<file path="src/rtl/vceg_pkg.sv">
`timescale 1ns / 1ps
`default_nettype none

package vceg_pkg;

    localparam int COORD_W    = 32;
    localparam int LEN_W      = 30;
    localparam int GRADE_W    = 32;
    localparam int GRADE_FRAC = 24;
    localparam int WIDE_W     = 64;
    localparam int IDX_W      = 4;
    localparam int NUM_REGS   = 8;
    localparam int DIV_STEPS  = 2 * WIDE_W;
    localparam int CNT_W      = $clog2(DIV_STEPS);

    typedef logic signed [WIDE_W-1:0] wide_t;

    localparam wide_t WIDE_MAX = {1'b0, {(WIDE_W-1){1'b1}}};
    localparam wide_t WIDE_MIN = {1'b1, {(WIDE_W-1){1'b0}}};
    localparam wide_t WIDE_ONE = wide_t'(1);
    localparam wide_t GRADE_ONE = WIDE_ONE <<< GRADE_FRAC;
    localparam wide_t LEVEL_SCALE = WIDE_ONE <<< (GRADE_FRAC + 1);

    typedef enum logic [IDX_W-1:0] {
        REG_PBG_STA  = 4'd0,
        REG_PBG_ELEV = 4'd1,
        REG_PVI_STA  = 4'd2,
        REG_PVI_ELEV = 4'd3,
        REG_PFG_STA  = 4'd4,
        REG_PFG_ELEV = 4'd5,
        REG_LEN_ONE  = 4'd6,
        REG_LEN_TWO  = 4'd7
    } reg_idx_t;

    typedef struct packed {
        logic signed [COORD_W-1:0] pbg_sta;
        logic signed [COORD_W-1:0] pbg_elev;
        logic signed [COORD_W-1:0] pvi_sta;
        logic signed [COORD_W-1:0] pvi_elev;
        logic signed [COORD_W-1:0] pfg_sta;
        logic signed [COORD_W-1:0] pfg_elev;
        logic [LEN_W-1:0]          len_one;
        logic [LEN_W-1:0]          len_two;
    } curve_cfg_t;

    typedef struct packed {
        logic  start;
        wide_t a;
        wide_t b;
        wide_t d;
    } mdv_req_t;

    typedef struct packed {
        logic  done;
        logic  clip;
        wide_t q;
    } mdv_rsp_t;

    typedef struct packed {
        logic busy;
        logic derive_done;
    } seq_stat_t;

    typedef enum logic [1:0] {
        MDV_IDLE,
        MDV_MUL,
        MDV_DIV,
        MDV_FIN
    } mdv_state_t;

    typedef enum logic [3:0] {
        SEQ_IDLE,
        SEQ_EG,
        SEQ_XG,
        SEQ_PA,
        SEQ_PB,
        SEQ_AB,
        SEQ_H,
        SEQ_TG,
        SEQ_SEL,
        SEQ_P1,
        SEQ_P2,
        SEQ_P3,
        SEQ_P4,
        SEQ_ELEV
    } seq_state_t;

    // saturating add or subtract; returns {clipped, value}
    function automatic logic [WIDE_W:0] sat_addsub(wide_t a, wide_t b, logic sub);
        logic signed [WIDE_W:0] s;
        s = sub ? ({a[WIDE_W-1], a} - {b[WIDE_W-1], b})
                : ({a[WIDE_W-1], a} + {b[WIDE_W-1], b});
        if (s[WIDE_W] != s[WIDE_W-1])
            return {1'b1, (s[WIDE_W] ? WIDE_MIN : WIDE_MAX)};
        return {1'b0, s[WIDE_W-1:0]};
    endfunction

    function automatic logic [GRADE_W:0] clip_grade(wide_t v);
        logic fits;
        fits = (v[WIDE_W-1:GRADE_W-1] == '0) || (v[WIDE_W-1:GRADE_W-1] == '1);
        if (!fits)
            return {1'b1, v[WIDE_W-1], {(GRADE_W-1){~v[WIDE_W-1]}}};
        return {1'b0, v[GRADE_W-1:0]};
    endfunction

    function automatic logic [COORD_W:0] clip_coord(wide_t v);
        logic fits;
        fits = (v[WIDE_W-1:COORD_W-1] == '0) || (v[WIDE_W-1:COORD_W-1] == '1);
        if (!fits)
            return {1'b1, v[WIDE_W-1], {(COORD_W-1){~v[WIDE_W-1]}}};
        return {1'b0, v[COORD_W-1:0]};
    endfunction

endpackage

`default_nettype wire

</file>
<file path="src/rtl/vceg_muldiv.sv">
`timescale 1ns / 1ps
`default_nettype none

// round(a*b/d), ties away from zero, clipped to 64 bits; d of zero gives zero
module vceg_muldiv import vceg_pkg::*;
(
    input  wire logic     clk,
    input  wire logic     rst_n,
    input  wire mdv_req_t req,
    output mdv_rsp_t      rsp
);

    mdv_state_t state_reg, state_next;
    logic neg_reg, neg_next;
    logic [WIDE_W-1:0] ua_reg, ua_next, ub_reg, ub_next, ud_reg, ud_next;
    logic [2*WIDE_W-1:0] p_reg, p_next;
    logic [WIDE_W-1:0] r_reg, r_next;
    logic [CNT_W-1:0] cnt_reg, cnt_next;
    mdv_rsp_t rsp_reg, rsp_next;

    logic [WIDE_W/2-1:0] a_half, b_half;
    logic [WIDE_W-1:0] pp;
    logic [2*WIDE_W-1:0] pp_shifted;
    logic [1:0] pp_pos;
    logic [WIDE_W-1:0] rs;
    logic take;
    logic rnd;
    logic [2*WIDE_W-1:0] qi;

    function automatic logic [WIDE_W-1:0] mag(wide_t v);
        return v[WIDE_W-1] ? WIDE_W'(-v) : WIDE_W'(v);
    endfunction

    always_ff @(posedge clk or negedge rst_n)
    begin
        if (!rst_n)
        begin
            state_reg <= MDV_IDLE;
            rsp_reg   <= '0;
        end
        else
        begin
            state_reg <= state_next;
            rsp_reg   <= rsp_next;
        end
    end

    always_ff @(posedge clk)
    begin
        neg_reg <= neg_next;
        ua_reg  <= ua_next;
        ub_reg  <= ub_next;
        ud_reg  <= ud_next;
        p_reg   <= p_next;
        r_reg   <= r_next;
        cnt_reg <= cnt_next;
    end

    always_comb
    begin
        state_next = state_reg;
        neg_next   = neg_reg;
        ua_next    = ua_reg;
        ub_next    = ub_reg;
        ud_next    = ud_reg;
        p_next     = p_reg;
        r_next     = r_reg;
        cnt_next   = cnt_reg;
        rsp_next   = rsp_reg;
        rsp_next.done = 1'b0;

        // one 32x32 partial product per cycle
        a_half = cnt_reg[1] ? ua_reg[WIDE_W-1:WIDE_W/2] : ua_reg[WIDE_W/2-1:0];
        b_half = cnt_reg[0] ? ub_reg[WIDE_W-1:WIDE_W/2] : ub_reg[WIDE_W/2-1:0];
        pp     = a_half * b_half;
        pp_pos = {1'b0, cnt_reg[1]} + {1'b0, cnt_reg[0]};
        pp_shifted = {{WIDE_W{1'b0}}, pp} << {pp_pos, 5'b0};

        rs   = {r_reg[WIDE_W-2:0], p_reg[2*WIDE_W-1]};
        take = r_reg[WIDE_W-1] || (rs >= ud_reg);
        rnd  = (r_reg >= (ud_reg - r_reg));
        qi   = p_reg + {{(2*WIDE_W-1){1'b0}}, rnd};

        case (state_reg)
            MDV_IDLE:
            begin
                if (req.start)
                begin
                    neg_next = (req.a[WIDE_W-1] ^ req.b[WIDE_W-1]) ^ req.d[WIDE_W-1];
                    ua_next  = mag(req.a);
                    ub_next  = mag(req.b);
                    ud_next  = mag(req.d);
                    p_next   = '0;
                    cnt_next = '0;
                    state_next = MDV_MUL;
                end
            end
            MDV_MUL:
            begin
                p_next   = p_reg + pp_shifted;
                cnt_next = cnt_reg + CNT_W'(1);
                if (cnt_reg[1] && cnt_reg[0])
                begin
                    cnt_next = '0;
                    r_next   = '0;
                    // a divisor of one leaves the product as the quotient
                    state_next = (ud_reg > WIDE_W'(1)) ? MDV_DIV : MDV_FIN;
                end
            end
            MDV_DIV:
            begin
                r_next   = take ? (rs - ud_reg) : rs;
                p_next   = {p_reg[2*WIDE_W-2:0], take};
                cnt_next = cnt_reg + CNT_W'(1);
                if (cnt_reg == CNT_W'(DIV_STEPS - 1))
                    state_next = MDV_FIN;
            end
            MDV_FIN:
            begin
                rsp_next.done = 1'b1;
                rsp_next.clip = 1'b0;
                if (ud_reg == '0)
                    rsp_next.q = '0;
                else if (neg_reg)
                begin
                    if ((qi[2*WIDE_W-1:WIDE_W] != '0) ||
                        (qi[WIDE_W-1:0] > WIDE_W'(WIDE_MIN)))
                    begin
                        rsp_next.clip = 1'b1;
                        rsp_next.q    = WIDE_MIN;
                    end
                    else
                        rsp_next.q = -wide_t'(qi[WIDE_W-1:0]);
                end
                else
                begin
                    if ((qi[2*WIDE_W-1:WIDE_W] != '0) || qi[WIDE_W-1])
                    begin
                        rsp_next.clip = 1'b1;
                        rsp_next.q    = WIDE_MAX;
                    end
                    else
                        rsp_next.q = wide_t'(qi[WIDE_W-1:0]);
                end
                state_next = MDV_IDLE;
            end
            default:
            begin
                state_next = MDV_IDLE;
            end
        endcase
    end

    assign rsp = rsp_reg;

endmodule

`default_nettype wire

</file>
<file path="config.mk">
export PLATFORM = sky130hd
export DESIGN_NAME = vceg_muldiv
export DESIGN_NICKNAME = d
export VERILOG_FILES = /design/src/rtl/vceg_pkg.sv /design/src/rtl/vceg_muldiv.sv
export SDC_FILE = /design/constraint.sdc
export NUM_CORES = 2
export LEC_CHECK = 0
export ABC_CLOCK_PERIOD_IN_PS = 39100
export BUFFER_PORTS_ARGS = -buffer_cell sky130_fd_sc_hd__buf_2
export CAP_MARGIN = 20
export CORE_AREA = 2 2 373 375
export DETAILED_ROUTE_END_ITERATION = 6
export DIE_AREA = 0 0 375 377
export PLACE_DENSITY = 0.77
export SYNTH_ARGS = -nofsm -noshare
export SYNTH_HDL_FRONTEND = slang
export SYNTH_SLANG_ARGS = --single-unit
export TNS_END_PERCENT = 100
</file>
<file path="constraint.sdc">
create_clock -name clk -period 39.1 [get_ports clk]
set_input_delay 1.955 -clock clk [delete_from_list [all_inputs] [get_ports clk]]
set_output_delay 1.955 -clock clk [all_outputs]
set_load 0.02 [all_outputs]
</file>
==> Yosys cells after proc, flatten, opt, wreduce, memory -nomap -nowiden <==
Cells that the tools add are included.
{ "op_classes": {"reduce_logical": 13, "magnitude_cmp": 4, "multipliers": 1, "div": 0, "n_shift": 1, "n_mux": 26, "eq_ne": 7, "bitwise": 2, "n_addsub": 10} }
{ "ops": {"columns": ["cell", "count"], "rows": [
  ["$pmux W128 S3", 1],
  ["$mux W64", 5],
  ["$neg A64 Y64", 4],
  ["$mux W63", 3],
  ["$add A128 B1 Y128", 1],
  ["$add A128 B128 Y128", 1],
  ["$ge A64 B64 Y1", 2],
  ["$mux W128", 1],
  ["$pmux W64 S2", 1],
  ["$shl A64 B7 Y128", 1],
  ["$sub A64 B64 Y64", 2],
  ["$mux W66", 1],
  ["$mux W65", 1],
  ["$gt A64 B1 Y1 const B", 1],
  ["$gt A64 B64 Y1 const B", 1],
  ["$logic_not A64 Y1", 1],
  ["$mul A32 B32 Y64", 1],
  ["$mux W32", 2],
  ["$reduce_bool A64 Y1", 1],
  ["$pmux W7 S3", 1],
  ["$mux W7", 2],
  ["$pmux W2 S4", 1],
  ["$add A7 B1 Y7 const B", 1],
  ["$eq A7 B7 Y1 const B", 1],
  ["other kinds (14)", 27]
]} }
{ "word_totals": {"regBits": 460, "latchBits": 0, "in_bits": 195, "n_memories": 0, "ramBits": 0, "romBits": 0} }

==> Depth between registers and ports, before layout <==
{ "depth": {"word_depth": 9, "mapped_depth": 51} }

==> Worst setup path before layout <==
Ideal clock, no wire load.
{ "synth_path": {"path_type": "register to register", "from": "reg cnt_reg[1]", "to": "reg p_reg[125] (data pin)", "stages_incl_launch_ff": 44, "n_path_buf": 5, "arrival_time_ps": 12040, "setup_slack_ps": 26793, "setup_time_ps": 267, "path_cell_list": "edfxtp_1 > clkbuf_1 > clkbuf_1 > buf_1 > mux2i_1 > clkbuf_1 > nor2_1 > fa_1 > fa_1 > inv_1 > fa_1 > fa_1 > fa_1 > inv_1 > fa_1 > fa_1 > fa_1 > ha_1 > [8 not listed] > a21oi_1 > o21ai_0 > xnor2_1 > mux2_2 > nor2_1 > ha_1 > clkbuf_1 > nand4_1 > or4_1 > or3_1 > o31ai_1 > a211o_1 > a41oi_1 > o41ai_1 > a31oi_1 > o2111ai_1 > xnor2_1 > o21ai_0"} }
{ "synth_via": {"elab_chain_cells": 5, "elab_cells_between_ends": 6} }
{ "synth_rtl": {"columns": ["element", "line_no", "text"], "rows": [
  ["from (decl)", "vceg_muldiv.sv:18", "logic [CNT_W-1:0] cnt_reg, cnt_next;"],
  ["from (signal assigned)", "vceg_muldiv.sv:56", "cnt_reg <= cnt_next;"],
  ["$mux W32", "vceg_muldiv.sv:73", "a_half = cnt_reg[1] ? ua_reg[WIDE_W-1:WIDE_W/2] : ua_reg[WIDE_W/2-1:0];"],
  ["$mul A32 B32 Y64", "vceg_muldiv.sv:75", "pp = a_half * b_half;"],
  ["$shl A64 B7 Y128 *", "vceg_muldiv.sv:77", "pp_shifted = {{WIDE_W{1'b0}}, pp} << {pp_pos, 5'b0};"],
  ["$add A128 B128 Y128 *", "vceg_muldiv.sv:100", "p_next = p_reg + pp_shifted;"],
  ["$pmux W128 S3 *", "vceg_muldiv.sv:84", "case (state_reg)"],
  ["named net p_next[125]", "vceg_muldiv.sv:16", "logic [2*WIDE_W-1:0] p_reg, p_next;"],
  ["to (signal assigned)", "vceg_muldiv.sv:54", "p_reg <= p_next;"],
  ["to (decl)", "vceg_muldiv.sv:16", null]
]} }
Mark *: on every way through the listed nets, which the timed path passes. The rest lies on a longest branch.
A chain may end at the register's enable or synchronous reset.

==> Final worst setup path <==
{ "layout_path": {"from": "reg cnt_reg[0]", "to": "reg p_reg[125] (data pin)"} }
{ "layout_via": {"elab_chain_cells": 5, "elab_cells_between_ends": 6} }
{ "layout_rtl": {"columns": ["element", "line_no", "text"], "rows": [
  ["$mux W32", "vceg_muldiv.sv:74", "b_half = cnt_reg[0] ? ub_reg[WIDE_W-1:WIDE_W/2] : ub_reg[WIDE_W/2-1:0];"],
  ["$mul A32 B32 Y64", "vceg_muldiv.sv:75", null],
  ["$shl A64 B7 Y128 *", "vceg_muldiv.sv:77", null],
  ["$add A128 B128 Y128 *", "vceg_muldiv.sv:100", null],
  ["$pmux W128 S3 *", "vceg_muldiv.sv:84", null],
  ["named net p_next[125]", "vceg_muldiv.sv:16", null]
]} }
Marks and branches as above.

==> metrics.txt <==
Port Buffers=260; post-route cell area=82700 um^2; core area=137000 um^2; crit end category=flip-flop; H-tree Lvls=2; Mapped Area=77600 um^2; Clock Tree Root=clkbuf_16; cell mode on critical path=fa_1; period utilization=38.2%; initial antenna violation count=18; max-capacitance violation count=0; Top FF cell, synth=edfxtp_1; Yosys reg bits=460; vias in the first global route=69.7k; fin crit period=14.94 ns; power share of the sequential group=45.8%; setup TNS=0 ns; row count=136; Relative slew margins=16.8%; io pins=261; top cell type's share of synthesized area=23.2%; GP Congestion=1.05; part of the power in combinational logic=4.5%; ANT nets after route=0; drt pass-1 iters=7; postcts setup bufs=0; Setup-failing EPs final=0; hold_buf cts=0; Peak supply drop=0.0000349 V; Die Ht=377 um; via count=71.0k; post-CTS sizing=0; clk_lat worst skew=0.73 ns; CP max-delay cell=o41ai_1; Hold WC Path Type=flip-flop to flip-flop; post-synthesis compound-gate area fraction=14.9%; final wirelength=278 mm; DR vias/cell=6.48; clock buffer depth=3; Nets=10.8k; failing checks=design-rule violations; Sw Ratio=24.6%; die area=141000 um^2; CTS sink cnt=460; Fmax=66.9 MHz; main area contributors after synthesis=fa_1, edfxtp_1, ha_1; Syn Inst Count=9100; yosys warns=0; Worst Path Max Fanout=60; Layout area overhead=6.47%; max reg flops=128; Post-Syn Nets=10.8k; largest net degree at the start of global routing=85; Post-Synth Simple-Gate Area=17.6%; CTS Buf Count=56; first-pass GRT wire length=418 mm; Tightest Pin Transition=1.24 ns; Placed Area=80600 um^2; Horiz. Die Dim=375 um; CP required=39.53 ns; outcome=finished, violations left; Initial Util=56.7%; HPWL after DPL=221 mm; mux cell area share after synthesis=2.73%; routed len/inst=25.4 um; share of cells above drive strength 1=7.16%; adder-cell area share of the yosys netlist=32.8%; Critical Path AT=15.37 ns; largest family of logic cells by synthesized area=adder cells; XOR/XNOR Fraction of Synth Area=6.96%; sw power=0.000286 W; Clk network pwr share=49.8%; DRT iter0 DRCs=8433; Remaining DRCs=8; TritonCTS clock tree=done; CTS clk-pin slew, worst paths=0.08 ns; sequential area share after synthesis=17.4%; max-slew violations=0; Post-synth EDFFs=392; post-synthesis async set-or-reset flop share=14.8%; Largest stage delay, worst path=0.94 ns; grt total ovfl=0; Power Dens Cells=14.1 nW/um^2; Crit Path Category=flip-flop to flip-flop; Final Hold Fails=0; Yosys cell types=87; syn_area_per_cell=8.53 um^2; Leakage Power=37.8 nW; total track usage=38.7%; Int Pwr=0.000877 W; cell type with the largest total area after synthesis=fa_1; Worst Skew=0.0554 ns; critical path launch point type=flip-flop; RSZ-0062 raised after global routing=no
==> kinds of logic (layout without fill, tap and decap cells) <==
family / Yosys count / count (layout)
adders and majority gates: 1494 / 1494
buffers and inverters: 1594 / 1632
other: 0 / 15
muxes: 202 / 202
and+or+nand+nor: 2964 / 2964
AOI/OAI and AO/OA: 1769 / 1769
DFF: 460 / 460
xor gates and xnor gates: 617 / 617
==> synth_stat cells, types with 52 or more instances <==
cell	instances
mux2i_1	124
and3_1	72
dfrtp_1	68
xor2_1	177
nand2_1	910
nand2b_1	56
a22oi_1	94
a31oi_1	52
nor4_1	77
and2_1	55
o31ai_1	82
a21oi_1	442
or3_1	52
xnor2_1	440
o21bai_1	76
nor2_1	1010
nand4_1	169
clkbuf_1	415
a21o_1	225
ha_1	595
edfxtp_1	392
o21ai_0	363
nor3_1	119
fa_1	899
inv_1	1147
mux2_2	78
nor2b_1	121
nand3_1	177
==> metrics by stage <==
step	utilization (%)	cells	total power [W]	hold WS (ns)	worst slack, ns
detailed placement	58.8	10824	0.000594	0.466	24.57
CTS	60.3	10930	0.00117	0.480	24.55
global route	60.3	10936	0.00119	0.496	23.73
floorplan	-	9100	0.000568	0.567	26.79
finish	60.3	10947	0.00116	0.478	24.16
global placement	58.8	10822	0.000592	0.460	24.70
==> final timing paths <==
path	start	end	slack [ns]	cells after the start
max in group asynchronous	rst_n	rsp[5]$_DFFE_PN0P_	37.02	2
worst min-delay path	rsp[63]$_DFFE_PN0P_	rsp[63]$_DFFE_PN0P_	0.48	1
worst max register to register	cnt_reg[0]$_DFFE_PP_	p_reg[125]$_DFFE_PP_	24.16	40
worst max-delay path	cnt_reg[0]$_DFFE_PP_	p_reg[125]$_DFFE_PP_	24.16	40
min in group asynchronous	rst_n	rsp[61]$_DFFE_PN0P_	1.43	2
worst min register to register	rsp[63]$_DFFE_PN0P_	rsp[63]$_DFFE_PN0P_	0.48	1
==> cells in the final DEF, fill, tap and decap left out, types with 52 or more instances in the layout <==
master     instances
mux2i_1           84
inv_1           1145
nor2b_1          121
nor4_1            76
buf_2            261
a22oi_1           94
xnor2_1          440
nand2_1          910
and3_1            72
ha_1             592
a21oi_1          441
o21ai_0          362
dfrtp_1           68
edfxtp_1         392
nand2b_1          56
xor2_1           177
a31oi_1           52
nand4_1          169
nor3_1           119
a21o_1           225
o31ai_1           82
buf_4            112
nand3_1          177
nor2_1          1009
clkbuf_16         60
or3_1             52
o21bai_1          76
and2_1            53
mux2_2            78
fa_1             899
==> metal layers <==
layer / vias up / track usage, % / wire length, um
li1: 30892 / - / -
met1: 34647 / 52.2 / 109000
met2: 4419 / 57.5 / 118000
met3: 997 / 11.0 / 35100
met4: 18 / 18.5 / 16200
met5: - / 0 / 120
==> power groups by stage <==
stage	clock network, W	registers [W]	logic, W
floorplan	0	0.000542	0.0000260
global placement	0	0.000542	0.0000497
detailed placement	0	0.000542	0.0000512
CTS	0.000585	0.000532	0.0000515
global route	0.000601	0.000532	0.0000570
finish	0.000579	0.000532	0.0000519
==> cell type report <==
cell class / count / area [um^2]
Multi-Input combinational cell: 7046 / 58400
Fill cell: 11928 / 54300
Sequential cell: 460 / 13500
Inverter: 1150 / 4320
Tap cell: 1794 / 2240
Timing Repair Buffer: 376 / 2210
Clock buffer: 66 / 1550
Clock inverter: 40 / 419
Antenna cell: 15 / 37.5
==> worst max-delay path: cells and delay by family, from the launching register on <==
kind | cells | cell delay [ns]
muxes | 1 | 0.35
buffers and inverters | 6 | 1.49
and+or+nand+nor | 7 | 1.63
adders and majority gates | 10 | 5.06
AOI/OAI and AO/OA | 14 | 4.90
DFF | 1 | 0.40
xor gates and xnor gates | 2 | 0.71
(Power assumes the default switching activity.)
