<file path="src/rtl/vceg_pkg.sv">
`timescale 1ns / 1ps
`default_nettype none

package vceg_pkg;

    localparam int COORD_W    = 32;
    localparam int LEN_W      = 30;
    localparam int GRADE_W    = 32;
    localparam int GRADE_FRAC = 24;
    localparam int WIDE_W     = 64;
    localparam int IDX_W      = 4;
    localparam int NUM_REGS   = 8;
    localparam int DIV_STEPS  = 2 * WIDE_W;
    localparam int CNT_W      = $clog2(DIV_STEPS);

    typedef logic signed [WIDE_W-1:0] wide_t;

    localparam wide_t WIDE_MAX = {1'b0, {(WIDE_W-1){1'b1}}};
    localparam wide_t WIDE_MIN = {1'b1, {(WIDE_W-1){1'b0}}};
    localparam wide_t WIDE_ONE = wide_t'(1);
    localparam wide_t GRADE_ONE = WIDE_ONE <<< GRADE_FRAC;
    localparam wide_t LEVEL_SCALE = WIDE_ONE <<< (GRADE_FRAC + 1);

    typedef enum logic [IDX_W-1:0] {
        REG_PBG_STA  = 4'd0,
        REG_PBG_ELEV = 4'd1,
        REG_PVI_STA  = 4'd2,
        REG_PVI_ELEV = 4'd3,
        REG_PFG_STA  = 4'd4,
        REG_PFG_ELEV = 4'd5,
        REG_LEN_ONE  = 4'd6,
        REG_LEN_TWO  = 4'd7
    } reg_idx_t;

    typedef struct packed {
        logic signed [COORD_W-1:0] pbg_sta;
        logic signed [COORD_W-1:0] pbg_elev;
        logic signed [COORD_W-1:0] pvi_sta;
        logic signed [COORD_W-1:0] pvi_elev;
        logic signed [COORD_W-1:0] pfg_sta;
        logic signed [COORD_W-1:0] pfg_elev;
        logic [LEN_W-1:0]          len_one;
        logic [LEN_W-1:0]          len_two;
    } curve_cfg_t;

    typedef struct packed {
        logic  start;
        wide_t a;
        wide_t b;
        wide_t d;
    } mdv_req_t;

    typedef struct packed {
        logic  done;
        logic  clip;
        wide_t q;
    } mdv_rsp_t;

    typedef struct packed {
        logic busy;
        logic derive_done;
    } seq_stat_t;

    typedef enum logic [1:0] {
        MDV_IDLE,
        MDV_MUL,
        MDV_DIV,
        MDV_FIN
    } mdv_state_t;

    typedef enum logic [3:0] {
        SEQ_IDLE,
        SEQ_EG,
        SEQ_XG,
        SEQ_PA,
        SEQ_PB,
        SEQ_AB,
        SEQ_H,
        SEQ_TG,
        SEQ_SEL,
        SEQ_P1,
        SEQ_P2,
        SEQ_P3,
        SEQ_P4,
        SEQ_ELEV
    } seq_state_t;

    // saturating add or subtract; returns {clipped, value}
    function automatic logic [WIDE_W:0] sat_addsub(wide_t a, wide_t b, logic sub);
        logic signed [WIDE_W:0] s;
        s = sub ? ({a[WIDE_W-1], a} - {b[WIDE_W-1], b})
                : ({a[WIDE_W-1], a} + {b[WIDE_W-1], b});
        if (s[WIDE_W] != s[WIDE_W-1])
            return {1'b1, (s[WIDE_W] ? WIDE_MIN : WIDE_MAX)};
        return {1'b0, s[WIDE_W-1:0]};
    endfunction

    function automatic logic [GRADE_W:0] clip_grade(wide_t v);
        logic fits;
        fits = (v[WIDE_W-1:GRADE_W-1] == '0) || (v[WIDE_W-1:GRADE_W-1] == '1);
        if (!fits)
            return {1'b1, v[WIDE_W-1], {(GRADE_W-1){~v[WIDE_W-1]}}};
        return {1'b0, v[GRADE_W-1:0]};
    endfunction

    function automatic logic [COORD_W:0] clip_coord(wide_t v);
        logic fits;
        fits = (v[WIDE_W-1:COORD_W-1] == '0) || (v[WIDE_W-1:COORD_W-1] == '1);
        if (!fits)
            return {1'b1, v[WIDE_W-1], {(COORD_W-1){~v[WIDE_W-1]}}};
        return {1'b0, v[COORD_W-1:0]};
    endfunction

endpackage

`default_nettype wire

</file>
<file path="src/rtl/vceg_seq.sv">
`timescale 1ns / 1ps
`default_nettype none

module vceg_seq import vceg_pkg::*;
(
    input  wire logic                      clk,
    input  wire logic                      rst_n,
    input  wire logic                      start,
    input  wire logic signed [COORD_W-1:0] query_station,
    input  wire curve_cfg_t                cfg,
    input  wire logic                      stale,
    input  wire mdv_rsp_t                  rsp,
    output mdv_req_t                       req,
    output seq_stat_t                      stat,
    output logic                           done,
    output logic signed [COORD_W-1:0]      elevation,
    output logic signed [GRADE_W-1:0]      grade,
    output logic                           curve_invalid,
    output logic                           saturated
);

    seq_state_t state_reg, state_next;
    logic issued_reg, issued_next;
    logic done_reg, done_next;

    wide_t sq_reg, sq_next;
    logic signed [GRADE_W-1:0] eg_reg, eg_next, xg_reg, xg_next, tg_reg, tg_next;
    logic [LEN_W:0] a_reg, a_next, b_reg, b_next;
    wide_t pvi_sta_reg, pvi_sta_next, bvc_sta_reg, bvc_sta_next, evc_sta_reg, evc_sta_next;
    wide_t pvi_lvl_reg, pvi_lvl_next, bvc_lvl_reg, bvc_lvl_next, evc_lvl_reg, evc_lvl_next;
    wide_t tel_reg, tel_next;
    wide_t pa_reg, pa_next, pb_reg, pb_next, tmp_reg, tmp_next;
    logic shape_reg, shape_next, dclip_reg, dclip_next, qclip_reg, qclip_next;
    logic tan_reg, tan_next;
    wide_t x_reg, x_next, e_reg, e_next;
    logic signed [GRADE_W-1:0] g0_reg, g0_next, g_reg, g_next;
    logic signed [GRADE_W:0] dg_reg, dg_next;
    logic [LEN_W:0] span_reg, span_next;

    logic signed [COORD_W-1:0] elev_out_reg, elev_out_next;
    logic signed [GRADE_W-1:0] grade_out_reg, grade_out_next;
    logic inv_out_reg, inv_out_next, sat_out_reg, sat_out_next;

    logic op_state;
    logic skip_mul;
    logic derive_fin;
    logic [LEN_W:0] a_val, b_val;
    wide_t pvi_sta_val;
    logic [WIDE_W:0] sat_r;
    logic [GRADE_W:0] gclip_r;
    logic [COORD_W:0] eclip_r;
    logic [WIDE_W-1:0] e_mag;
    wide_t e_rnd;

    always_ff @(posedge clk or negedge rst_n)
    begin
        if (!rst_n)
        begin
            state_reg  <= SEQ_IDLE;
            issued_reg <= 1'b0;
            done_reg   <= 1'b0;
        end
        else
        begin
            state_reg  <= state_next;
            issued_reg <= issued_next;
            done_reg   <= done_next;
        end
    end

    always_ff @(posedge clk)
    begin
        sq_reg      <= sq_next;
        eg_reg      <= eg_next;
        xg_reg      <= xg_next;
        tg_reg      <= tg_next;
        a_reg       <= a_next;
        b_reg       <= b_next;
        pvi_sta_reg <= pvi_sta_next;
        bvc_sta_reg <= bvc_sta_next;
        evc_sta_reg <= evc_sta_next;
        pvi_lvl_reg <= pvi_lvl_next;
        bvc_lvl_reg <= bvc_lvl_next;
        evc_lvl_reg <= evc_lvl_next;
        tel_reg     <= tel_next;
        pa_reg      <= pa_next;
        pb_reg      <= pb_next;
        tmp_reg     <= tmp_next;
        shape_reg   <= shape_next;
        dclip_reg   <= dclip_next;
        qclip_reg   <= qclip_next;
        tan_reg     <= tan_next;
        x_reg       <= x_next;
        e_reg       <= e_next;
        g0_reg      <= g0_next;
        g_reg       <= g_next;
        dg_reg      <= dg_next;
        span_reg    <= span_next;
        elev_out_reg  <= elev_out_next;
        grade_out_reg <= grade_out_next;
        inv_out_reg   <= inv_out_next;
        sat_out_reg   <= sat_out_next;
    end

    assign op_state = (state_reg != SEQ_IDLE) && (state_reg != SEQ_SEL) &&
                      (state_reg != SEQ_ELEV);
    // the zero-length side skips its multiply, so drop that start
    assign skip_mul = (state_reg == SEQ_P1) && !tan_reg && (span_reg == '0);

    // operand select for the shared unit
    always_comb
    begin
        req.start = op_state && !issued_reg && !skip_mul;
        req.a = '0;
        req.b = '0;
        req.d = WIDE_ONE;
        case (state_reg)
            SEQ_EG:
            begin
                req.a = wide_t'(cfg.pvi_elev) - wide_t'(cfg.pbg_elev);
                req.b = GRADE_ONE;
                req.d = wide_t'(cfg.pvi_sta) - wide_t'(cfg.pbg_sta);
            end
            SEQ_XG:
            begin
                req.a = wide_t'(cfg.pfg_elev) - wide_t'(cfg.pvi_elev);
                req.b = GRADE_ONE;
                req.d = wide_t'(cfg.pfg_sta) - wide_t'(cfg.pvi_sta);
            end
            SEQ_PA:
            begin
                req.a = wide_t'(eg_reg);
                req.b = wide_t'(a_reg);
            end
            SEQ_PB:
            begin
                req.a = wide_t'(xg_reg);
                req.b = wide_t'(b_reg);
            end
            SEQ_AB:
            begin
                req.a = wide_t'(a_reg);
                req.b = wide_t'(b_reg);
            end
            SEQ_H:
            begin
                req.a = tmp_reg;
                req.b = wide_t'(xg_reg) - wide_t'(eg_reg);
                req.d = (wide_t'(a_reg) + wide_t'(b_reg)) <<< 1;
            end
            SEQ_TG:
            begin
                req.a = pa_reg + pb_reg;
                req.b = WIDE_ONE;
                req.d = wide_t'(a_reg) + wide_t'(b_reg);
            end
            SEQ_P1:
            begin
                req.a = wide_t'(g0_reg);
                req.b = x_reg;
            end
            SEQ_P2:
            begin
                req.a = x_reg;
                req.b = x_reg;
            end
            SEQ_P3:
            begin
                req.a = wide_t'(dg_reg);
                req.b = tmp_reg;
                req.d = wide_t'(span_reg) <<< 1;
            end
            SEQ_P4:
            begin
                req.a = wide_t'(dg_reg);
                req.b = x_reg;
                req.d = wide_t'(span_reg);
            end
            default:
            begin
                req.a = '0;
            end
        endcase
    end

    always_comb
    begin
        state_next   = state_reg;
        issued_next  = issued_reg;
        done_next    = 1'b0;
        sq_next      = sq_reg;
        eg_next      = eg_reg;
        xg_next      = xg_reg;
        tg_next      = tg_reg;
        a_next       = a_reg;
        b_next       = b_reg;
        pvi_sta_next = pvi_sta_reg;
        bvc_sta_next = bvc_sta_reg;
        evc_sta_next = evc_sta_reg;
        pvi_lvl_next = pvi_lvl_reg;
        bvc_lvl_next = bvc_lvl_reg;
        evc_lvl_next = evc_lvl_reg;
        tel_next     = tel_reg;
        pa_next      = pa_reg;
        pb_next      = pb_reg;
        tmp_next     = tmp_reg;
        shape_next   = shape_reg;
        dclip_next   = dclip_reg;
        qclip_next   = qclip_reg;
        tan_next     = tan_reg;
        x_next       = x_reg;
        e_next       = e_reg;
        g0_next      = g0_reg;
        g_next       = g_reg;
        dg_next      = dg_reg;
        span_next    = span_reg;
        elev_out_next  = elev_out_reg;
        grade_out_next = grade_out_reg;
        inv_out_next   = inv_out_reg;
        sat_out_next   = sat_out_reg;
        derive_fin   = 1'b0;

        // symmetric curve splits length_one about the PVI; stations in half mm
        a_val = (cfg.len_two == '0) ? {1'b0, cfg.len_one} : {cfg.len_one, 1'b0};
        b_val = (cfg.len_two == '0) ? {1'b0, cfg.len_one} : {cfg.len_two, 1'b0};
        pvi_sta_val = wide_t'(cfg.pvi_sta) <<< 1;

        sat_r   = '0;
        gclip_r = '0;
        eclip_r = '0;
        e_mag   = '0;
        e_rnd   = '0;

        if (req.start)
            issued_next = 1'b1;
        if (rsp.done)
            issued_next = 1'b0;

        case (state_reg)
            SEQ_IDLE:
            begin
                if (start)
                begin
                    sq_next    = wide_t'(query_station) <<< 1;
                    qclip_next = 1'b0;
                    if (stale)
                    begin
                        dclip_next = 1'b0;
                        shape_next = ((cfg.len_one == '0) && (cfg.len_two != '0)) ||
                                     (cfg.pvi_sta < cfg.pbg_sta) ||
                                     (cfg.pfg_sta < cfg.pvi_sta);
                        a_next       = a_val;
                        b_next       = b_val;
                        pvi_sta_next = pvi_sta_val;
                        bvc_sta_next = pvi_sta_val - wide_t'(a_val);
                        evc_sta_next = pvi_sta_val + wide_t'(b_val);
                        pvi_lvl_next = wide_t'(cfg.pvi_elev) <<< (GRADE_FRAC + 1);
                        state_next   = SEQ_EG;
                    end
                    else
                        state_next = SEQ_SEL;
                end
            end
            SEQ_EG:
            begin
                if (rsp.done)
                begin
                    gclip_r    = clip_grade(rsp.q);
                    eg_next    = gclip_r[GRADE_W-1:0];
                    dclip_next = dclip_reg | rsp.clip | gclip_r[GRADE_W];
                    state_next = SEQ_XG;
                end
            end
            SEQ_XG:
            begin
                if (rsp.done)
                begin
                    gclip_r    = clip_grade(rsp.q);
                    xg_next    = gclip_r[GRADE_W-1:0];
                    dclip_next = dclip_reg | rsp.clip | gclip_r[GRADE_W];
                    state_next = SEQ_PA;
                end
            end
            SEQ_PA:
            begin
                if (rsp.done)
                begin
                    sat_r        = sat_addsub(pvi_lvl_reg, rsp.q, 1'b1);
                    pa_next      = rsp.q;
                    bvc_lvl_next = sat_r[WIDE_W-1:0];
                    dclip_next   = dclip_reg | rsp.clip | sat_r[WIDE_W];
                    state_next   = SEQ_PB;
                end
            end
            SEQ_PB:
            begin
                if (rsp.done)
                begin
                    sat_r        = sat_addsub(pvi_lvl_reg, rsp.q, 1'b0);
                    pb_next      = rsp.q;
                    evc_lvl_next = sat_r[WIDE_W-1:0];
                    dclip_next   = dclip_reg | rsp.clip | sat_r[WIDE_W];
                    state_next   = SEQ_AB;
                end
            end
            SEQ_AB:
            begin
                if (rsp.done)
                begin
                    tmp_next   = rsp.q;
                    dclip_next = dclip_reg | rsp.clip;
                    state_next = SEQ_H;
                end
            end
            SEQ_H:
            begin
                if (rsp.done)
                begin
                    sat_r      = sat_addsub(pvi_lvl_reg, rsp.q, 1'b0);
                    tel_next   = sat_r[WIDE_W-1:0];
                    dclip_next = dclip_reg | rsp.clip | sat_r[WIDE_W];
                    if (a_reg == '0)
                    begin
                        // no left parabola: transition keeps the entry grade
                        tg_next    = eg_reg;
                        derive_fin = 1'b1;
                        state_next = SEQ_SEL;
                    end
                    else
                        state_next = SEQ_TG;
                end
            end
            SEQ_TG:
            begin
                if (rsp.done)
                begin
                    gclip_r    = clip_grade(rsp.q);
                    tg_next    = gclip_r[GRADE_W-1:0];
                    dclip_next = dclip_reg | rsp.clip | gclip_r[GRADE_W];
                    derive_fin = 1'b1;
                    state_next = SEQ_SEL;
                end
            end
            SEQ_SEL:
            begin
                if (sq_reg < bvc_sta_reg)
                begin
                    tan_next = 1'b1;
                    x_next   = sq_reg - bvc_sta_reg;
                    e_next   = bvc_lvl_reg;
                    g0_next  = eg_reg;
                end
                else if (sq_reg > evc_sta_reg)
                begin
                    tan_next = 1'b1;
                    x_next   = sq_reg - evc_sta_reg;
                    e_next   = evc_lvl_reg;
                    g0_next  = xg_reg;
                end
                else if (sq_reg < pvi_sta_reg)
                begin
                    tan_next  = 1'b0;
                    x_next    = sq_reg - bvc_sta_reg;
                    e_next    = bvc_lvl_reg;
                    g0_next   = eg_reg;
                    dg_next   = {tg_reg[GRADE_W-1], tg_reg} - {eg_reg[GRADE_W-1], eg_reg};
                    span_next = a_reg;
                end
                else
                begin
                    tan_next  = 1'b0;
                    x_next    = sq_reg - pvi_sta_reg;
                    e_next    = tel_reg;
                    g0_next   = tg_reg;
                    dg_next   = {xg_reg[GRADE_W-1], xg_reg} - {tg_reg[GRADE_W-1], tg_reg};
                    span_next = b_reg;
                end
                state_next = SEQ_P1;
            end
            SEQ_P1:
            begin
                // a zero-length side holds its start point
                if (!tan_reg && (span_reg == '0))
                begin
                    g_next     = g0_reg;
                    state_next = SEQ_ELEV;
                end
                else if (rsp.done)
                begin
                    sat_r      = sat_addsub(e_reg, rsp.q, 1'b0);
                    e_next     = sat_r[WIDE_W-1:0];
                    g_next     = g0_reg;
                    qclip_next = qclip_reg | rsp.clip | sat_r[WIDE_W];
                    state_next = tan_reg ? SEQ_ELEV : SEQ_P2;
                end
            end
            SEQ_P2:
            begin
                if (rsp.done)
                begin
                    tmp_next   = rsp.q;
                    qclip_next = qclip_reg | rsp.clip;
                    state_next = SEQ_P3;
                end
            end
            SEQ_P3:
            begin
                if (rsp.done)
                begin
                    sat_r      = sat_addsub(e_reg, rsp.q, 1'b0);
                    e_next     = sat_r[WIDE_W-1:0];
                    qclip_next = qclip_reg | rsp.clip | sat_r[WIDE_W];
                    state_next = SEQ_P4;
                end
            end
            SEQ_P4:
            begin
                if (rsp.done)
                begin
                    gclip_r    = clip_grade(rsp.q + wide_t'(g0_reg));
                    g_next     = gclip_r[GRADE_W-1:0];
                    qclip_next = qclip_reg | rsp.clip | gclip_r[GRADE_W];
                    state_next = SEQ_ELEV;
                end
            end
            SEQ_ELEV:
            begin
                // level to millimetres: round the magnitude at half a step, then shift
                e_mag = e_reg[WIDE_W-1] ? WIDE_W'(-e_reg) : WIDE_W'(e_reg);
                e_rnd = wide_t'((e_mag + WIDE_W'(LEVEL_SCALE >>> 1)) >> (GRADE_FRAC + 1));
                if (e_reg[WIDE_W-1])
                    e_rnd = -e_rnd;
                eclip_r        = clip_coord(e_rnd);
                elev_out_next  = eclip_r[COORD_W-1:0];
                grade_out_next = g_reg;
                inv_out_next   = shape_reg;
                sat_out_next   = qclip_reg | eclip_r[COORD_W] | dclip_reg;
                done_next      = 1'b1;
                state_next     = SEQ_IDLE;
            end
            default:
            begin
                state_next = SEQ_IDLE;
            end
        endcase
    end

    assign stat.busy        = (state_reg != SEQ_IDLE);
    assign stat.derive_done = derive_fin;

    assign done          = done_reg;
    assign elevation     = elev_out_reg;
    assign grade         = grade_out_reg;
    assign curve_invalid = inv_out_reg;
    assign saturated     = sat_out_reg;

endmodule

`default_nettype wire

</file>
<file path="config.mk">
export PLATFORM = sky130hd
export DESIGN_NAME = vceg_seq
export DESIGN_NICKNAME = d
export VERILOG_FILES = /design/src/rtl/vceg_pkg.sv /design/src/rtl/vceg_seq.sv
export SDC_FILE = /design/constraint.sdc
export NUM_CORES = 2
export LEC_CHECK = 0
export ABC_AREA = 1
export BUFFER_PORTS_ARGS = -buffer_cell sky130_fd_sc_hd__buf_2
export CAP_MARGIN = 25
export CORE_UTILIZATION = 30
export CTS_CLUSTER_SIZE = 24
export DETAILED_ROUTE_END_ITERATION = 8
export HOLD_SLACK_MARGIN = 0.02
export PLACE_DENSITY = 0.48
export SLEW_MARGIN = 10
export SYNTH_ARGS = -nofsm -noshare
export SYNTH_HDL_FRONTEND = slang
export SYNTH_SLANG_ARGS = --single-unit
</file>
<file path="constraint.sdc">
create_clock -name clk -period 25.1 [get_ports clk]
set_clock_uncertainty 0.05 [all_clocks]
set_input_delay 5.02 -clock clk [delete_from_list [all_inputs] [get_ports clk]]
set_output_delay 5.02 -clock clk [all_outputs]
set_load 0.02 [all_outputs]
</file>
== After elaboration in Yosys (flattened, before gate mapping) ==
Index checks and enable logic that the tools add are counted.

* Register bits: 1098
* Bits of input ports: 354
* Output and inout bits: 262
* Logic and storage cells: 300

* Add/sub/neg operators: 21
* Magnitude comparators: 5
* Equal/unequal tests: 37
* Muxes and demuxes: 134
* Bitwise gates (word level): 18
* Reduce and logical (&&, ||, !) cells: 52

{| class="wikitable"
|+ Operators by type and width
! kind !! number
|-
| 65-bit two-way mux || 19
|-
| 64-bit two-way mux || 15
|-
| 64-bit case mux with 10 select lines || 1
|-
| 33-bit two-way mux || 18
|-
| 64-bit case mux with 7 select lines || 1
|-
| 64-bit case mux with 6 select lines || 1
|-
| 32-bit two-way mux || 9
|-
| 32-bit by 32-bit subtractor with 33-bit output || 7
|-
| 64-bit case mux with 3 select lines || 1
|-
| 32-bit case mux with 2 select lines || 2
|-
| 33-bit by 64-bit subtractor with 64-bit output || 2
|-
| 33-bit equality test, second input constant || 3
|-
| 33-bit logical NOT || 3
|-
| 31-bit two-way mux || 3
|-
| 57-bit by 64-bit adder with 65-bit output || 1
|-
| 64-bit by 64-bit adder with 65-bit output || 1
|-
| 57-bit by 64-bit subtractor with 65-bit output || 1
|-
| 64-bit by 25-bit adder with 64-bit output, second input constant || 1
|-
| 64-bit by 32-bit adder with 64-bit output || 1
|-
| 64-bit adder || 1
|-
| 33-bit by 64-bit > comparator with 1-bit output || 1
|-
| 32-bit less-than comparator || 2
|-
| 33-bit by 64-bit less-than comparator with 1-bit output || 1
|-
| 39-bit negator with 64-bit output || 1
|-
| other kinds (43) || 171
|}

== Longest topological paths before layout ==
* Depth in word-level cells: 14
* Mapped depth: 32
* Gate-level depth less buffers: 31

== Worst setup path before layout ==
OpenSTA, ideal clock, no wires.

* Path type: input -> register
* Start point: input stale
* End point: register a_reg[0] (enable)
* Setup time: 0.979 ns
* Arrival: 18.024 ns
* Data required time: 24.071 ns
* Setup slack: 6.048 ns
* Stages on the path: 2
* Path buffers: 0
* Cell sequence: inv_1 nor3_1

* Word-level cells in the longest chain between the ends: 1

{| class="wikitable"
|+ Ends and longest elaborated chain
! element !! line !! source
|-
| from (decl) || vceg_seq.sv:11 || <nowiki>input wire logic stale,</nowiki>
|-
| 3-bit AND reduction (no line) || - ||
|-
| to (signal assigned) || vceg_seq.sv:77 || <nowiki>a_reg <= a_next;</nowiki>
|-
| to (decl) || vceg_seq.sv:28 || <nowiki>logic [LEN_W:0] a_reg, a_next, b_reg, b_next;</nowiki>
|}

No other way between the ends.
A chain may end at the register's enable or synchronous reset.

==> results by group <==
Clock network
  – H-tree Lvls: 4
  – # clock sinks: between 1,000 and 1,500
  – CTS tree: built
  – Clock Latency Late Sink: ~0.86 ns
  – Post-CTS Resized: 0
  – Clk buf depth: 4
  – Hold_buf cts: 0
  – CTS buffer count: about 150
  – Clock transition at path regs: 0.05 ns
  – Setup Buffers After CTS: 0
  – Root Buffer: clkbuf_16

Detailed routing
  – DRC violations left: 0
  – Drt first-iter violations: 8,085
  – Routed Antenna Nets: 0
  – Drt pass-1 iters: 9
  – Met3 WL: 28,500 um
  – Metal-1 WL: 181,000 um
  – Drt total wl: about 430,000 um
  – Wire per inst: 27.4 um
  – Wire length on met2: ~200,000 um
  – Via count: 85,583
  – Top sig layer: met5
  – Vias/cell: 5.42

Pwr
  – Peak supply drop: 0.0666 mV
  – Total power draw: 9660 uW
  – Pleak: 0.0431 uW
  – Pwr Density: 98.3 nW/um^2

Floorplanning
  – Die area: between 200,000 and 300,000 um^2
  – Core area: 283,000 um^2
  – Io pins: 616
  – Die Ht: 536 um
  – Die Width: 536 um
  – Site Rows: roughly 200
  – Initial Utilization: 0.303

STA
  – Max Slew Vio Count: 0
  – Setup TNS: 0 ns
  – Count of final hold-check violations: 0
  – Worst slew pin tran: roughly 1.2 ns
  – Rel. slew slack: 0.173
  – RSZ-0062 raised after global routing: false
  – Max Freq: slightly below 70 MHz
  – Final Critical Period: approximately 15 ns
  – Setup violators final: 0
  – Final Cycle Share: 0.590

Global route
  – Largest net degree at the start of global routing: approximately 140
  – Initial antenna violation count: 73
  – Grt total ovfl: 0
  – All-Layer GR Usage: 0.292
  – Global-route wire length before repair: about 600,000 um
  – Vias in the first global route: around 83,000

Synthesis
  – Post-synth cell types: 67
  – Synth async-reset ratio: 0.00580
  – Most common flop cell mapped by yosys: edfxtp_1
  – Largest cells by area after synthesis: edfxtp_1 36%, nand2_1 11%, ha_1 10%
  – Synthesis-stage register bit count: 1,035
  – Dominant cell type by area after synthesis: edfxtp_1
  – Synth warn: 0
  – Syn_area_per_cell: 7.57 um^2
  – Post-Syn Area: between 80,000 and 90,000 um^2
  – Sequential-to-total area share from yosys stat: 0.363
  – Post-Synthesis Cells: 11,315
  – Post-Syn Nets: 12,374
  – Number of synthesized flops with an enable pin: 1,029
  – Top-area cell type share of the netlist area: 0.361

Placed design
  – # port buffers: 615
  – Placement-stage cell area: 93,600 um^2
  – Routability cong.: roughly 1.0
  – Post-DP HPWL: 355,000 um

Finish
  – Multi-input gate area: 48,000 um^2
  – Seq. cell area: just over 30,000 um^2
  – Fin nets: 12,977
  – Synth-to-Final Area Change: 14.7%
  – Fraction of layout cells with a size suffix above 1: 0.101
  – Filler cell count: 30,191
  – Final instance area: 98,300 um^2

Critical path
  – CP Class: input pin to output pin
  – Startpoint Class: input pin
  – CP arrival: 9.73 ns
  – Worst-path fanout max: 31
  – Worst Setup End Kind: output pin
  – Critical Path RT: 20.03 ns

Hold path
  – Hold Path Class: flop to flop

Outcome
  – Outcome: finished clean

Job
  – Max-Cap Viols: 0
==> cells in the final DEF, fill, tap and decap left out, drive strengths merged, types with 20 or more instances in the layout <==
| master | instances |
|---|---|
| nor2 | 1095 |
| o221ai | 57 |
| inv | 1481 |
| o22ai | 28 |
| a211oi | 20 |
| nand3 | 442 |
| nor4 | 55 |
| o21a | 63 |
| o21ai | 885 |
| xnor2 | 141 |
| a31oi | 133 |
| clkinv | 62 |
| xor2 | 298 |
| nor3 | 82 |
| a21boi | 51 |
| nand3b | 22 |
| a21o | 43 |
| o2111ai | 46 |
| buf | 775 |
| o211ai | 41 |
| a221oi | 72 |
| or2 | 73 |
| edfxtp | 1029 |
| clkbuf | 164 |
| nand4 | 135 |
| diode | 30 |
| ha | 688 |
| o21bai | 29 |
| a21oi | 1335 |
| nand2 | 2488 |
| a22oi | 73 |
==> per-layer routing <==
metal / track usage / vias up
li1: - / 40163
met1: 0.371 / 41229
met2: 0.483 / 3450
met3: 0.0431 / 687
met4: 0.139 / 54
met5: 0 / -
==> cells in the mapped netlist, types with 73 or more instances <==
library cell and instances:
a31oi_1 133, inv_1 1464, nor2_1 1047, nand4_1 135, xor2_1 298, nand3_1 437
ha_1 688, a21oi_1 1334, nor3_1 79, nand2_1 2461, edfxtp_1 1029, o21ai_0 864
xnor2_1 141, clkbuf_1 208, a22oi_1 73
==> worst paths after layout <==
kind	startpoint	end	slack (ns)	cells past startpoint
worst max-delay path	cfg[156]	req[58]	10.30	25
worst min-delay path	g_reg[29]$_DFFE_PP_	grade[29]$_DFFE_PP_	0.37	0
worst max register to register	a_reg[0]$_DFFE_PP_	e_reg[49]$_DFFE_PP_	17.98	23
worst min register to register	g_reg[29]$_DFFE_PP_	grade[29]$_DFFE_PP_	0.37	0
max in group asynchronous	rst_n	done$_DFF_PN0_	20.93	1
min in group asynchronous	rst_n	state_reg[3]$_DFFE_PN0P_	3.93	1
==> final cells by class <==
type | count | share of cell area
inverters | 1480 | 0.0565
multi-input cells | 8481 | 0.488
clock buffers | 164 | 0.0381
flip-flops and latches | 1035 | 0.316
diodes | 30 | 0.000764
well taps | 3743 | 0.0477
repair buffers | 775 | 0.0444
clock inverters | 83 | 0.00864
==> metrics by stage <==
stage,setup WS [ns],instances,util,hold WS (ns)
final,10.30,15791,0.347,0.366
after CTS,10.15,15760,0.347,0.367
after floorplan,6.05,11315,-,0.350
after global placement,10.21,15502,0.330,0.352
after global routing,9.75,15767,0.347,0.371
after detailed placement,10.18,15513,0.331,0.355
==> worst max-delay path: stages <==
cell	delay, ns
buf_2	0.13
inv_1	0.10
ha_1	0.23
inv_1	0.09
fa_1	0.41
nand3_1	0.11
nand2_1	0.07
nand2_1	0.08
nand2_1	0.09
a21oi_1	0.21
o21ai_0	0.18
a21boi_0	0.30
o21ai_0	0.20
a21boi_0	0.42
o21ai_0	0.25
a21boi_0	0.21
inv_1	0.12
nand2_1	0.09
nand2_1	0.15
a21oi_1	0.22
nor2_1	0.06
nor2_1	0.09
nand2_1	0.09
nand2_1	0.51
buf_2	0.29
==> cell families after synthesis <==
logic type / after synthesis / synth area share
xor gates and xnor gates: 439 / 0.0449
muxes: 2 / 0.000234
adders and majority gates: 705 / 0.104
DFF: 1035 / 0.363
and+or+nand+nor: 4404 / 0.213
buffers and inverters: 1799 / 0.0817
AOI/OAI and AO/OA: 2931 / 0.193
==> report_power, final <==
part	internal, uW	switching, uW	total [uW]
sequential	2310	257	2570
clock	1220	855	2080
combinational	1380	3620	5010
total	4920	4740	9660
Power figures use the tool's default switching activity.
